`src/design/rotary_cos_sin_generator_macros.svh`:
```
// Assertion helpers for the module that checks its own logic (rcsg_ctrl).
`ifndef ROTARY_COS_SIN_GENERATOR_MACROS_SVH
`define ROTARY_COS_SIN_GENERATOR_MACROS_SVH

// Same-cycle implication, checked on clk and disabled while arst_n is low.
`define RCSG_ASSERT_NOW(label, ante, cons, msg) \
	label: assert property (@(posedge clk) disable iff (!arst_n) (ante) |-> (cons)) \
		else $error(msg);

// Next-cycle implication, checked on clk and disabled while arst_n is low.
`define RCSG_ASSERT_NEXT(label, ante, cons, msg) \
	label: assert property (@(posedge clk) disable iff (!arst_n) (ante) |=> (cons)) \
		else $error(msg);

`endif

```
`src/design/rcsg_pkg.sv`:
```
`timescale 1ns / 1ps
`default_nettype none
package rcsg_pkg;

	localparam int DEF_MAX_PAIRS     = 64;
	localparam int DEF_POSITION_BITS = 20;

	localparam int CFG_INDEX_W = 2;
	localparam int CFG_DATA_W  = 48;
	localparam int COUNT_W     = 7;
	localparam int TERMS       = 6;

	localparam logic [CFG_INDEX_W-1:0] CFG_FREQ_RATIO   = 2'd0;
	localparam logic [CFG_INDEX_W-1:0] CFG_FIRST_FREQ   = 2'd1;
	localparam logic [CFG_INDEX_W-1:0] CFG_PAIRS_IN_USE = 2'd2;
	localparam logic [CFG_INDEX_W-1:0] CFG_OUTPUT_SCALE = 2'd3;

	localparam logic [32:0] RST_FREQ_RATIO   = 33'd3719318000;
	localparam logic [47:0] RST_FIRST_FREQ   = 48'd44798255814083;
	localparam logic [6:0]  RST_PAIRS_IN_USE = 7'd64;
	localparam logic [15:0] RST_OUTPUT_SCALE = 16'd4096;

	localparam logic [31:0] TWO_PI_Q29 = 32'd3373259426;
	localparam logic [30:0] Q30_ONE    = 31'h4000_0000;

	typedef enum logic [3:0] {
		ST_IDLE,
		ST_PH_LO,
		ST_PH_HI,
		ST_NF_LO,
		ST_NF_HI,
		ST_SIN_X,
		ST_SIN_X2,
		ST_SIN_P,
		ST_SIN_Q,
		ST_SIN_C,
		ST_SIN_F,
		ST_SCALE_S,
		ST_SCALE_C,
		ST_EMIT
	} ctrl_state_t;

	typedef enum logic [3:0] {
		OP_NONE,
		OP_PH_LO,
		OP_PH_HI,
		OP_NF_LO,
		OP_NF_HI,
		OP_SIN_X,
		OP_SIN_X2,
		OP_SIN_P,
		OP_SIN_Q,
		OP_SIN_C,
		OP_SIN_F,
		OP_SCALE_S,
		OP_SCALE_C
	} dp_op_t;

	typedef struct packed {
		dp_op_t             op;
		logic               wb;
		logic               load;
		logic               emit;
		logic [2:0]         term;
		logic               which;
		logic [COUNT_W-1:0] pair;
		logic               last;
	} dp_cmd_t;

	typedef struct packed {
		logic               out_blocked;
		logic [COUNT_W-1:0] pair_count;
	} dp_status_t;

	function automatic logic [7:0] term_div(input logic [2:0] idx);
		case (idx)
			3'd0: term_div = 8'd156;
			3'd1: term_div = 8'd110;
			3'd2: term_div = 8'd72;
			3'd3: term_div = 8'd42;
			3'd4: term_div = 8'd20;
			default: term_div = 8'd6;
		endcase
	endfunction

	// Reciprocals are floor(2^32 / divisor); the quotient may come out one short.
	function automatic logic [29:0] term_recip(input logic [2:0] idx);
		case (idx)
			3'd0: term_recip = 30'd27531841;
			3'd1: term_recip = 30'd39045157;
			3'd2: term_recip = 30'd59652323;
			3'd3: term_recip = 30'd102261126;
			3'd4: term_recip = 30'd214748364;
			default: term_recip = 30'd715827882;
		endcase
	endfunction

endpackage
`default_nettype wire

```
`src/design/rcsg_datapath.sv`:
```
`timescale 1ns / 1ps
`default_nettype none
module rcsg_datapath
	import rcsg_pkg::*;
#(
	parameter int MAX_PAIRS     = DEF_MAX_PAIRS,
	parameter int POSITION_BITS = DEF_POSITION_BITS
) (
	input  wire logic                     clk,
	input  wire logic                     arst_n,
	input  wire logic                     cfg_we,
	input  wire logic [CFG_INDEX_W-1:0]   cfg_index,
	input  wire logic [CFG_DATA_W-1:0]    cfg_data,
	input  wire logic [POSITION_BITS-1:0] position,
	input  wire dp_cmd_t                  cmd,
	output dp_status_t                    status,
	output logic                          out_valid,
	input  wire logic                     out_stall,
	output logic [5:0]                    pair_index,
	output logic signed [15:0]            cos_value,
	output logic signed [15:0]            sin_value,
	output logic                          last
);

	logic [32:0] ratio_q;
	logic [47:0] first_q;
	logic [6:0]  pairs_q;
	logic [15:0] scale_q;

	logic [POSITION_BITS-1:0] pos_q;
	logic [47:0] f_q;
	logic [55:0] acc_q;
	logic [1:0]  quad_q;
	logic [29:0] r_q;
	logic [30:0] x_q;
	logic [31:0] x2_q;
	logic [30:0] t_q;
	logic [31:0] p_q;
	logic [29:0] q_q;
	logic [30:0] s_q;
	logic [30:0] c_q;
	logic [19:0] ms_q;
	logic [19:0] mc_q;
	logic [63:0] prod_q;

	logic        out_valid_q;
	logic [5:0]  pair_q;
	logic [15:0] cos_q;
	logic [15:0] sin_q;
	logic        last_q;

	logic [31:0] mul_a;
	logic [31:0] mul_b;
	logic [30:0] u;
	logic [47:0] phase;
	logic [56:0] nf_sum;
	logic [48:0] nf;
	logic [31:0] rem;
	logic [30:0] q_fix;
	logic [31:0] fin;
	logic [30:0] mag;
	logic [46:0] scaled;
	logic [6:0]  count;

	function automatic logic [15:0] sat_out(input logic [19:0] m, input logic neg);
		logic [16:0] lim;
		lim = (m > 20'd32768) ? 17'd32768 : m[16:0];
		if (neg) begin
			sat_out = 16'(17'h10000 - lim);
		end else begin
			sat_out = (m > 20'd32767) ? 16'h7fff : m[15:0];
		end
	endfunction

	always_ff @(posedge clk or negedge arst_n) begin
		if (!arst_n) begin
			ratio_q <= RST_FREQ_RATIO;
			first_q <= RST_FIRST_FREQ;
			pairs_q <= RST_PAIRS_IN_USE;
			scale_q <= RST_OUTPUT_SCALE;
		end else if (cfg_we) begin
			case (cfg_index)
				CFG_FREQ_RATIO:   ratio_q <= cfg_data[32:0];
				CFG_FIRST_FREQ:   first_q <= cfg_data[47:0];
				CFG_PAIRS_IN_USE: pairs_q <= cfg_data[6:0];
				CFG_OUTPUT_SCALE: scale_q <= cfg_data[15:0];
				default: ;
			endcase
		end
	end

	always_comb begin
		if (pairs_q == 7'd0) begin
			count = 7'd1;
		end else if (pairs_q > 7'(MAX_PAIRS)) begin
			count = 7'(MAX_PAIRS);
		end else begin
			count = pairs_q;
		end
	end

	assign status.pair_count  = count;
	assign status.out_blocked = out_valid_q && out_stall;

	assign u = cmd.which ? (Q30_ONE - {1'b0, r_q}) : {1'b0, r_q};

	always_comb begin
		mul_a = 32'd0;
		mul_b = 32'd0;
		case (cmd.op)
			OP_PH_LO: begin
				mul_a = 32'(pos_q);
				mul_b = {8'd0, f_q[23:0]};
			end
			OP_PH_HI: begin
				mul_a = 32'(pos_q);
				mul_b = {8'd0, f_q[47:24]};
			end
			OP_NF_LO: begin
				mul_a = ratio_q[31:0];
				mul_b = {8'd0, f_q[23:0]};
			end
			OP_NF_HI: begin
				mul_a = ratio_q[31:0];
				mul_b = {8'd0, f_q[47:24]};
			end
			OP_SIN_X: begin
				mul_a = {1'b0, u};
				mul_b = TWO_PI_Q29;
			end
			OP_SIN_X2: begin
				mul_a = {1'b0, x_q};
				mul_b = {1'b0, x_q};
			end
			OP_SIN_P: begin
				mul_a = x2_q;
				mul_b = {1'b0, t_q};
			end
			OP_SIN_Q: begin
				mul_a = p_q;
				mul_b = {2'd0, term_recip(cmd.term)};
			end
			OP_SIN_C: begin
				mul_a = {2'd0, q_q};
				mul_b = {24'd0, term_div(cmd.term)};
			end
			OP_SIN_F: begin
				mul_a = {1'b0, x_q};
				mul_b = {1'b0, t_q};
			end
			OP_SCALE_S: begin
				mul_a = {1'b0, s_q};
				mul_b = {16'd0, scale_q};
			end
			OP_SCALE_C: begin
				mul_a = {1'b0, c_q};
				mul_b = {16'd0, scale_q};
			end
			default: ;
		endcase
	end

	assign phase  = acc_q[47:0] + {prod_q[23:0], 24'd0};
	assign nf_sum = 57'(prod_q[55:0]) + 57'(acc_q[31:0]);
	assign nf     = 49'(nf_sum >> 8) + (ratio_q[32] ? {1'b0, f_q} : 49'd0);
	assign rem    = p_q - prod_q[31:0];
	assign q_fix  = 31'(q_q) + ((rem >= 32'(term_div(cmd.term))) ? 31'd1 : 31'd0);
	assign fin    = prod_q[61:30];
	assign mag    = (fin > 32'(Q30_ONE)) ? Q30_ONE : fin[30:0];
	assign scaled = prod_q[46:0] + 47'(64'd1 << 26);

	always_ff @(posedge clk) begin
		prod_q <= mul_a * mul_b;
		if (cmd.load) begin
			pos_q <= position;
			f_q   <= first_q;
		end
		if (cmd.wb) begin
			case (cmd.op)
				OP_PH_LO: acc_q <= prod_q[55:0];
				OP_PH_HI: begin
					quad_q <= phase[47:46];
					r_q    <= phase[45:16];
				end
				OP_NF_LO: acc_q <= 56'(prod_q[55:24]);
				OP_NF_HI: f_q <= nf[47:0];
				OP_SIN_X: x_q <= prod_q[61:31];
				OP_SIN_X2: begin
					x2_q <= prod_q[61:30];
					t_q  <= Q30_ONE;
				end
				OP_SIN_P: p_q <= prod_q[61:30];
				OP_SIN_Q: q_q <= prod_q[61:32];
				OP_SIN_C: t_q <= Q30_ONE - q_fix;
				OP_SIN_F: begin
					if (cmd.which) begin
						c_q <= mag;
					end else begin
						s_q <= mag;
					end
				end
				OP_SCALE_S: ms_q <= scaled[46:27];
				OP_SCALE_C: mc_q <= scaled[46:27];
				default: ;
			endcase
		end
		if (cmd.emit) begin
			pair_q <= 6'(cmd.pair);
			last_q <= cmd.last;
			case (quad_q)
				2'd0: begin
					sin_q <= sat_out(ms_q, 1'b0);
					cos_q <= sat_out(mc_q, 1'b0);
				end
				2'd1: begin
					sin_q <= sat_out(mc_q, 1'b0);
					cos_q <= sat_out(ms_q, 1'b1);
				end
				2'd2: begin
					sin_q <= sat_out(ms_q, 1'b1);
					cos_q <= sat_out(mc_q, 1'b1);
				end
				default: begin
					sin_q <= sat_out(mc_q, 1'b1);
					cos_q <= sat_out(ms_q, 1'b0);
				end
			endcase
		end
	end

	always_ff @(posedge clk or negedge arst_n) begin
		if (!arst_n) begin
			out_valid_q <= 1'b0;
		end else if (cmd.emit) begin
			out_valid_q <= 1'b1;
		end else if (!out_stall) begin
			out_valid_q <= 1'b0;
		end
	end

	assign out_valid  = out_valid_q;
	assign pair_index = pair_q;
	assign cos_value  = cos_q;
	assign sin_value  = sin_q;
	assign last       = last_q;

endmodule
`default_nettype wire

```
`src/design/rcsg_ctrl.sv`:
```
`timescale 1ns / 1ps
`default_nettype none
`include "rotary_cos_sin_generator_macros.svh"
module rcsg_ctrl
	import rcsg_pkg::*;
(
	input  wire logic       clk,
	input  wire logic       arst_n,
	input  wire logic       in_valid,
	output logic            in_stall,
	input  wire dp_status_t status,
	output dp_cmd_t         cmd
);

	ctrl_state_t state_q;
	ctrl_state_t state_d;
	logic        sub_q;
	logic [2:0]  term_q;
	logic        which_q;
	logic [COUNT_W-1:0] pair_q;
	logic        compute;
	logic        step;
	logic        is_last;

	assign compute = (state_q != ST_IDLE) && (state_q != ST_EMIT);
	assign step    = compute && sub_q;
	assign is_last = (pair_q + 7'd1) == status.pair_count;

	always_comb begin
		state_d = state_q;
		case (state_q)
			ST_IDLE:    if (in_valid) state_d = ST_PH_LO;
			ST_PH_LO:   if (step) state_d = ST_PH_HI;
			ST_PH_HI:   if (step) state_d = ST_NF_LO;
			ST_NF_LO:   if (step) state_d = ST_NF_HI;
			ST_NF_HI:   if (step) state_d = ST_SIN_X;
			ST_SIN_X:   if (step) state_d = ST_SIN_X2;
			ST_SIN_X2:  if (step) state_d = ST_SIN_P;
			ST_SIN_P:   if (step) state_d = ST_SIN_Q;
			ST_SIN_Q:   if (step) state_d = ST_SIN_C;
			ST_SIN_C: begin
				if (step) begin
					state_d = (term_q == 3'(TERMS - 1)) ? ST_SIN_F : ST_SIN_P;
				end
			end
			ST_SIN_F:   if (step) state_d = which_q ? ST_SCALE_S : ST_SIN_X;
			ST_SCALE_S: if (step) state_d = ST_SCALE_C;
			ST_SCALE_C: if (step) state_d = ST_EMIT;
			ST_EMIT: begin
				if (!status.out_blocked) begin
					state_d = is_last ? ST_IDLE : ST_PH_LO;
				end
			end
			default: state_d = ST_IDLE;
		endcase
	end

	always_comb begin
		cmd       = '0;
		cmd.op    = OP_NONE;
		cmd.wb    = step;
		cmd.term  = term_q;
		cmd.which = which_q;
		cmd.pair  = pair_q;
		cmd.last  = is_last;
		case (state_q)
			ST_IDLE:    cmd.load = in_valid;
			ST_PH_LO:   cmd.op = OP_PH_LO;
			ST_PH_HI:   cmd.op = OP_PH_HI;
			ST_NF_LO:   cmd.op = OP_NF_LO;
			ST_NF_HI:   cmd.op = OP_NF_HI;
			ST_SIN_X:   cmd.op = OP_SIN_X;
			ST_SIN_X2:  cmd.op = OP_SIN_X2;
			ST_SIN_P:   cmd.op = OP_SIN_P;
			ST_SIN_Q:   cmd.op = OP_SIN_Q;
			ST_SIN_C:   cmd.op = OP_SIN_C;
			ST_SIN_F:   cmd.op = OP_SIN_F;
			ST_SCALE_S: cmd.op = OP_SCALE_S;
			ST_SCALE_C: cmd.op = OP_SCALE_C;
			ST_EMIT:    cmd.emit = !status.out_blocked;
			default: ;
		endcase
	end

	assign in_stall = (state_q != ST_IDLE);

	always_ff @(posedge clk or negedge arst_n) begin
		if (!arst_n) begin
			state_q <= ST_IDLE;
			sub_q   <= 1'b0;
			term_q  <= 3'd0;
			which_q <= 1'b0;
			pair_q  <= '0;
		end else begin
			state_q <= state_d;
			sub_q   <= compute ? ~sub_q : 1'b0;
			if (state_q == ST_IDLE && in_valid) begin
				pair_q <= '0;
			end else if (cmd.emit) begin
				pair_q <= pair_q + 7'd1;
			end
			if (step && state_q == ST_NF_HI) begin
				which_q <= 1'b0;
			end else if (step && state_q == ST_SIN_F) begin
				which_q <= 1'b1;
			end
			if (step && state_q == ST_SIN_X2) begin
				term_q <= 3'd0;
			end else if (step && state_q == ST_SIN_C) begin
				term_q <= term_q + 3'd1;
			end
		end
	end

	`RCSG_ASSERT_NOW(a_emit_free, cmd.emit, !status.out_blocked, "word emitted into full output")
	`RCSG_ASSERT_NEXT(a_last_idle, cmd.emit && cmd.last, state_q == ST_IDLE,
		"no return to idle after final pair")
	`RCSG_ASSERT_NOW(a_pair_range, state_q != ST_IDLE, pair_q < status.pair_count,
		"pair counter past pair count")
	`RCSG_ASSERT_NEXT(a_terms_done, state_q == ST_SIN_C && step && term_q == 3'(TERMS - 1),
		state_q == ST_SIN_F, "series did not finish after last term")

endmodule
`default_nettype wire

```
`src/design/rotary_cos_sin_generator.sv`:
```
// Channel   Handshake              Payload
// input     in_valid / in_stall    position
// output    out_valid / out_stall  pair_index, cos_value, sin_value, last
// config    cfg_we                 cfg_index, cfg_data
//
// Each pair runs 48 steps on the one shared 32x32 multiplier (phase, next frequency,
// two six-term sine series, two scalings) and then an emit step.
// A position runs this for every pair in use before the next position is taken.
// The output register lets the next pair compute while a word waits; a held word stalls
// only the emit step. Reset restores the register defaults and returns to idle.
`timescale 1ns / 1ps
`default_nettype none
module rotary_cos_sin_generator
	import rcsg_pkg::*;
#(
	parameter int MAX_PAIRS     = DEF_MAX_PAIRS,
	parameter int POSITION_BITS = DEF_POSITION_BITS
) (
	input  wire logic                     clk,
	input  wire logic                     arst_n,
	input  wire logic                     cfg_we,
	input  wire logic [CFG_INDEX_W-1:0]   cfg_index,
	input  wire logic [CFG_DATA_W-1:0]    cfg_data,
	input  wire logic                     in_valid,
	output logic                          in_stall,
	input  wire logic [POSITION_BITS-1:0] position,
	output logic                          out_valid,
	input  wire logic                     out_stall,
	output logic [5:0]                    pair_index,
	output logic signed [15:0]            cos_value,
	output logic signed [15:0]            sin_value,
	output logic                          last
);

	dp_cmd_t    cmd;
	dp_status_t status;

	rcsg_ctrl u_ctrl (
		.clk      (clk),
		.arst_n   (arst_n),
		.in_valid (in_valid),
		.in_stall (in_stall),
		.status   (status),
		.cmd      (cmd)
	);

	rcsg_datapath #(
		.MAX_PAIRS     (MAX_PAIRS),
		.POSITION_BITS (POSITION_BITS)
	) u_datapath (
		.clk        (clk),
		.arst_n     (arst_n),
		.cfg_we     (cfg_we),
		.cfg_index  (cfg_index),
		.cfg_data   (cfg_data),
		.position   (position),
		.cmd        (cmd),
		.status     (status),
		.out_valid  (out_valid),
		.out_stall  (out_stall),
		.pair_index (pair_index),
		.cos_value  (cos_value),
		.sin_value  (sin_value),
		.last       (last)
	);

endmodule
`default_nettype wire

```
`config.mk`:
```
export PLATFORM = sky130hd
export DESIGN_NAME = rotary_cos_sin_generator
export DESIGN_NICKNAME = d
export VERILOG_FILES = /design/src/design/rcsg_pkg.sv /design/src/design/rcsg_datapath.sv /design/src/design/rcsg_ctrl.sv /design/src/design/rotary_cos_sin_generator.sv
export VERILOG_INCLUDE_DIRS = /design/src /design/src/design
export SDC_FILE = /design/constraint.sdc
export NUM_CORES = 2
export LEC_CHECK = 0
export BUFFER_PORTS_ARGS = -buffer_cell sky130_fd_sc_hd__buf_2
export CAP_MARGIN = 20
export CORE_ASPECT_RATIO = 1.1
export CORE_UTILIZATION = 34
export DETAILED_ROUTE_END_ITERATION = 16
export GPL_TIMING_DRIVEN = 0
export PLACE_DENSITY_LB_ADDON = 0.3
export SLEW_MARGIN = 15
export SYNTH_ARGS = -nofsm -noshare
export SYNTH_HDL_FRONTEND = slang
export SYNTH_HIERARCHICAL = 1
export SYNTH_SLANG_ARGS = --single-unit
```
`constraint.sdc`:
```
create_clock -name clk -period 11.2 [get_ports clk]
set_input_delay 2.8 -clock clk [delete_from_list [all_inputs] [get_ports clk]]
set_output_delay 2.8 -clock clk [all_outputs]
set_load 0.005 [all_outputs]
```
==> reports/results.tsv <==
metric	value	unit
outcome	finished with violations	
failing checks	negative setup slack	
final slew viol count	0	
final std cell area, no fill	76410	um2
peak fanout along the critical path	10	
cts bufs inserted	76	
area occupied by multi-input gates	45720	um2
CTS HTree Levels	3	
post-synth cell types	95	
FF+latch count, synth	628	
CTS sink count	628	
grt ovf	0	
CP max stage delay	0.84	ns
Die Y	468.5	um
Area after DPL	72100	um2
Total GRT Usage	29.46	%
asr flop ratio synth	19.27	%
share of post-route cells with drive strength above 1	12.61	%
Layout Area Growth over Synthesis	13.62	%
Post-Syn Area	67250	um2
Core Footprint	195900	um2
static leakage	34.31	nW
CP Class	reg -> reg	
YS warnings	6	
r2r setup slk	-0.08	ns
Setup WS post-layout	-0.08305	ns
Max Clock Skew	0.06117	ns
Fmax achieved	88.63	MHz
Top cell by count, worst path	fa_1	
Via-to-Cell Ratio	5.615	
Hold WC Path Type	reg -> reg	
routability congestion estimate	1.053	
Residual DRC	0	
dpl ws	-3.606	ns
Max Cap Viol	0	
worst r2r src	u_ctrl/state_q[0]	
sequential standard cell area	17210	um2
drt wl/cell	29.45	um
CTS tree	done	
Startpoint Class	register	
drt pass-1 iters	9	
RR Endpoint	u_datapath/prod_q[54]	
critical path endpoint category	register	
first-pass GRT wire length	415.6	mm
vias in the first global route	56200	
# setup viols final	2	
top_reg_cell synth	edfxtp_1	
Worst VDD drop	105.0	uV
WP data arrival	11.87	ns
PD cells	82.41	nW/um2
FF-to-FF path depth	32	
Final Critical Period	11.28	ns
RSZ-0062 raised after global routing	yes	
Post-Syn Nets	8474	
# IOs	116	
CTS root buffer	clkbuf_16	
input/output buffers	115	
Worst Hold Depth	0	
row cnt	170	
Final Cycle Share	100.7	%
CTS Buffer Depth	3	
register area share after synthesis	25.58	%
largest net degree at the start of global routing	62	
die width	426.1	um
fillers	19450	
clock-pin transition on the worst setup and hold timing paths	0.06	ns
Antenna Nets Post-Route	0	
endpoints failing hold	0	
number of hold buffers added after cts	0	
Mapped Cells	7075	
total wire length	295.1	mm
Starting Density	34.33	%
min-delay src	u_ctrl/pair_q[3]	
hold slack	0.4498	ns
Worst path slowest cell	a222oi_1	
clk_lat worst skew	0.74	ns
Post-synth EDFFs	397	
via count	56260	
Final HPWL DP	243.9	mm
Fin Setup TNS	-0.1082	ns
Hold Path End	u_datapath/pair_index[3]	
initial DRC count	6609	
die area	199600	um2
worst slew pin tran	1.308	ns
antenna violations before repair	12	
Data required, critical path	11.78	ns
Worst slew margin	12.49	%
Avg Synthesized Cell Area	9.506	um2
Layout Nets	8769	
==> layer usage <==
| metal | routed length, um | up-vias | track usage (%) |
|---|---|---|---|
| li1 | - | 23740 | - |
| met1 | 114700 | 28490 | 37.42 |
| met2 | 126800 | 3216 | 44.23 |
| met3 | 30320 | 804 | 7.567 |
| met4 | 23010 | 12 | 19.26 |
| met5 | 287 | - | 0.7619 |
==> placed cells by master, fill, tap and decap left out, types with 125 or more instances in the layout <==
master / count
inv_1: 1103
fa_1: 888
nand2_1: 846
nor2_1: 691
ha_1: 415
edfxtp_1: 397
a21oi_1: 243
o21ai_0: 229
buf_2: 164
xnor2_1: 157
clkbuf_1: 149
a21o_1: 125
==> layout make-up <==
| type | count | share of cell area [%] |
|---|---|---|
| plain buffers | 320 | 2.130 |
| well taps | 2580 | 4.225 |
| flip-flops and latches | 628 | 22.52 |
| multi-input cells | 4995 | 59.84 |
| clock inverters | 44 | 0.6828 |
| repair buffers | 240 | 2.417 |
| diodes | 7 | 0.02292 |
| inverters | 1109 | 5.458 |
| clock buffers | 97 | 2.713 |
==> logic make-up (layout without fill, tap and decap cells) <==
| kind of cell | after synthesis | after routing | synth area share [%] |
|---|---|---|---|
| and+or+nand+nor | 2128 | 2128 | 13.89 |
| muxes | 172 | 172 | 2.977 |
| xor gates and xnor gates | 272 | 272 | 3.542 |
| adders and majority gates | 1324 | 1324 | 34.66 |
| buffers and inverters | 1452 | 1810 | 8.204 |
| AOI/OAI and AO/OA | 1099 | 1099 | 11.15 |
| other | 0 | 7 | 0 |
| DFF | 628 | 628 | 25.58 |
==> registers in the layout, summed over array words and instances, names as in the netlist, 31 cells and up <==
register,flops
u_datapath/s_q,31
u_datapath/t_q,31
u_datapath/prod_q,62
u_datapath/p_q,32
u_datapath/acc_q,48
u_datapath/x2_q,32
u_datapath/x_q,31
u_datapath/f_q,48
u_datapath/c_q,31
u_datapath/ratio_q,33
u_datapath/first_q,48
==> cells in the mapped netlist (11+ instances only) <==
master	number	share of area, %
a21o_1	126	1.4
o2111ai_1	11	0.14
a211oi_1	34	0.38
a2111oi_0	17	0.22
a221oi_1	22	0.29
o211ai_1	22	0.25
nor3_1	63	0.47
o31ai_1	24	0.27
a2111o_1	19	0.32
xor2_1	115	1.5
nand4_1	27	0.25
a21boi_0	12	0.13
fa_1	898	27
mux4_2	11	0.37
nand2b_1	48	0.45
clkbuf_1	299	1.7
o21bai_1	34	0.38
xnor2_1	157	2.0
a222oi_1	39	0.58
and3_1	43	0.40
and2_1	114	1.1
dfxtp_1	110	3.3
or2_2	19	0.18
ha_1	426	7.9
nand2_1	850	4.7
inv_1	1107	6.2
o21ai_0	249	1.9
o21a_1	28	0.31
edfxtp_1	397	18
buf_2	17	0.13
nor2b_1	63	0.59
dfstp_2	43	1.7
a221o_1	26	0.39
a211o_1	12	0.16
or3_1	27	0.25
nand3_1	78	0.58
a31oi_1	22	0.20
a21oi_1	257	1.9
mux2_2	114	1.9
nor4_1	27	0.25
dfrtp_1	78	2.9
mux2i_1	47	0.70
buf_1	18	0.10
nor2_1	724	4.0
a22oi_1	43	0.48
==> repair_timing <==
| action | in CTS | in global routing |
|---|---|---|
| pin swaps | 31 | 32 |
| endpoints found under the setup margin | 46 | 23 |
| setup buffers | 32 | 17 |
| gates resized for setup | 330 | 143 |
==> critical path, delay by kind of cell (launching register included) <==
| kind | cells | cell delay [ns] |
|---|---|---|
| xor gates and xnor gates | 1 | 0.13 |
| AOI/OAI and AO/OA | 8 | 2.34 |
| buffers and inverters | 8 | 1.97 |
| and+or+nand+nor | 6 | 1.59 |
| adders and majority gates | 9 | 4.69 |
| DFF | 1 | 0.41 |
==> through the flow <==
stage	std cells	utilization, %	total power, mW
finish	10020	39.01	6.297
global route	10010	39.00	6.490
CTS	10000	38.72	6.325
detailed placement	9844	36.80	3.684
global placement	9770	36.27	3.667
floorplan	7075	-	3.327
==> power breakdown <==
part | internal (mW) | switching (mW) | total [mW] | leakage, nW
clock network | 1.51 | 1.12 | 2.63 | 1.26
logic | 0.356 | 0.429 | 0.785 | 27.1
registers | 2.62 | 0.256 | 2.88 | 5.92
==> how the worst max path moves through the flow <==
stage | start | endpoint | slack [ns] | depth (start not counted)
after global placement | u_ctrl/state_q[2] | u_datapath/prod_q[60] | -6.07 | 34
final | u_ctrl/state_q[0] | u_datapath/prod_q[54] | -0.08 | 32
after CTS | u_ctrl/state_q[0] | u_datapath/prod_q[60] | 0.003 | 34
after floorplan | u_ctrl/state_q[2] | u_datapath/prod_q[61] | 0.76 | 37
after global routing | u_datapath/r_q[7] | u_datapath/prod_q[54] | -0.13 | 39
after detailed placement | u_ctrl/state_q[2] | u_datapath/prod_q[54] | -3.61 | 34
(Power assumes the default switching activity.)
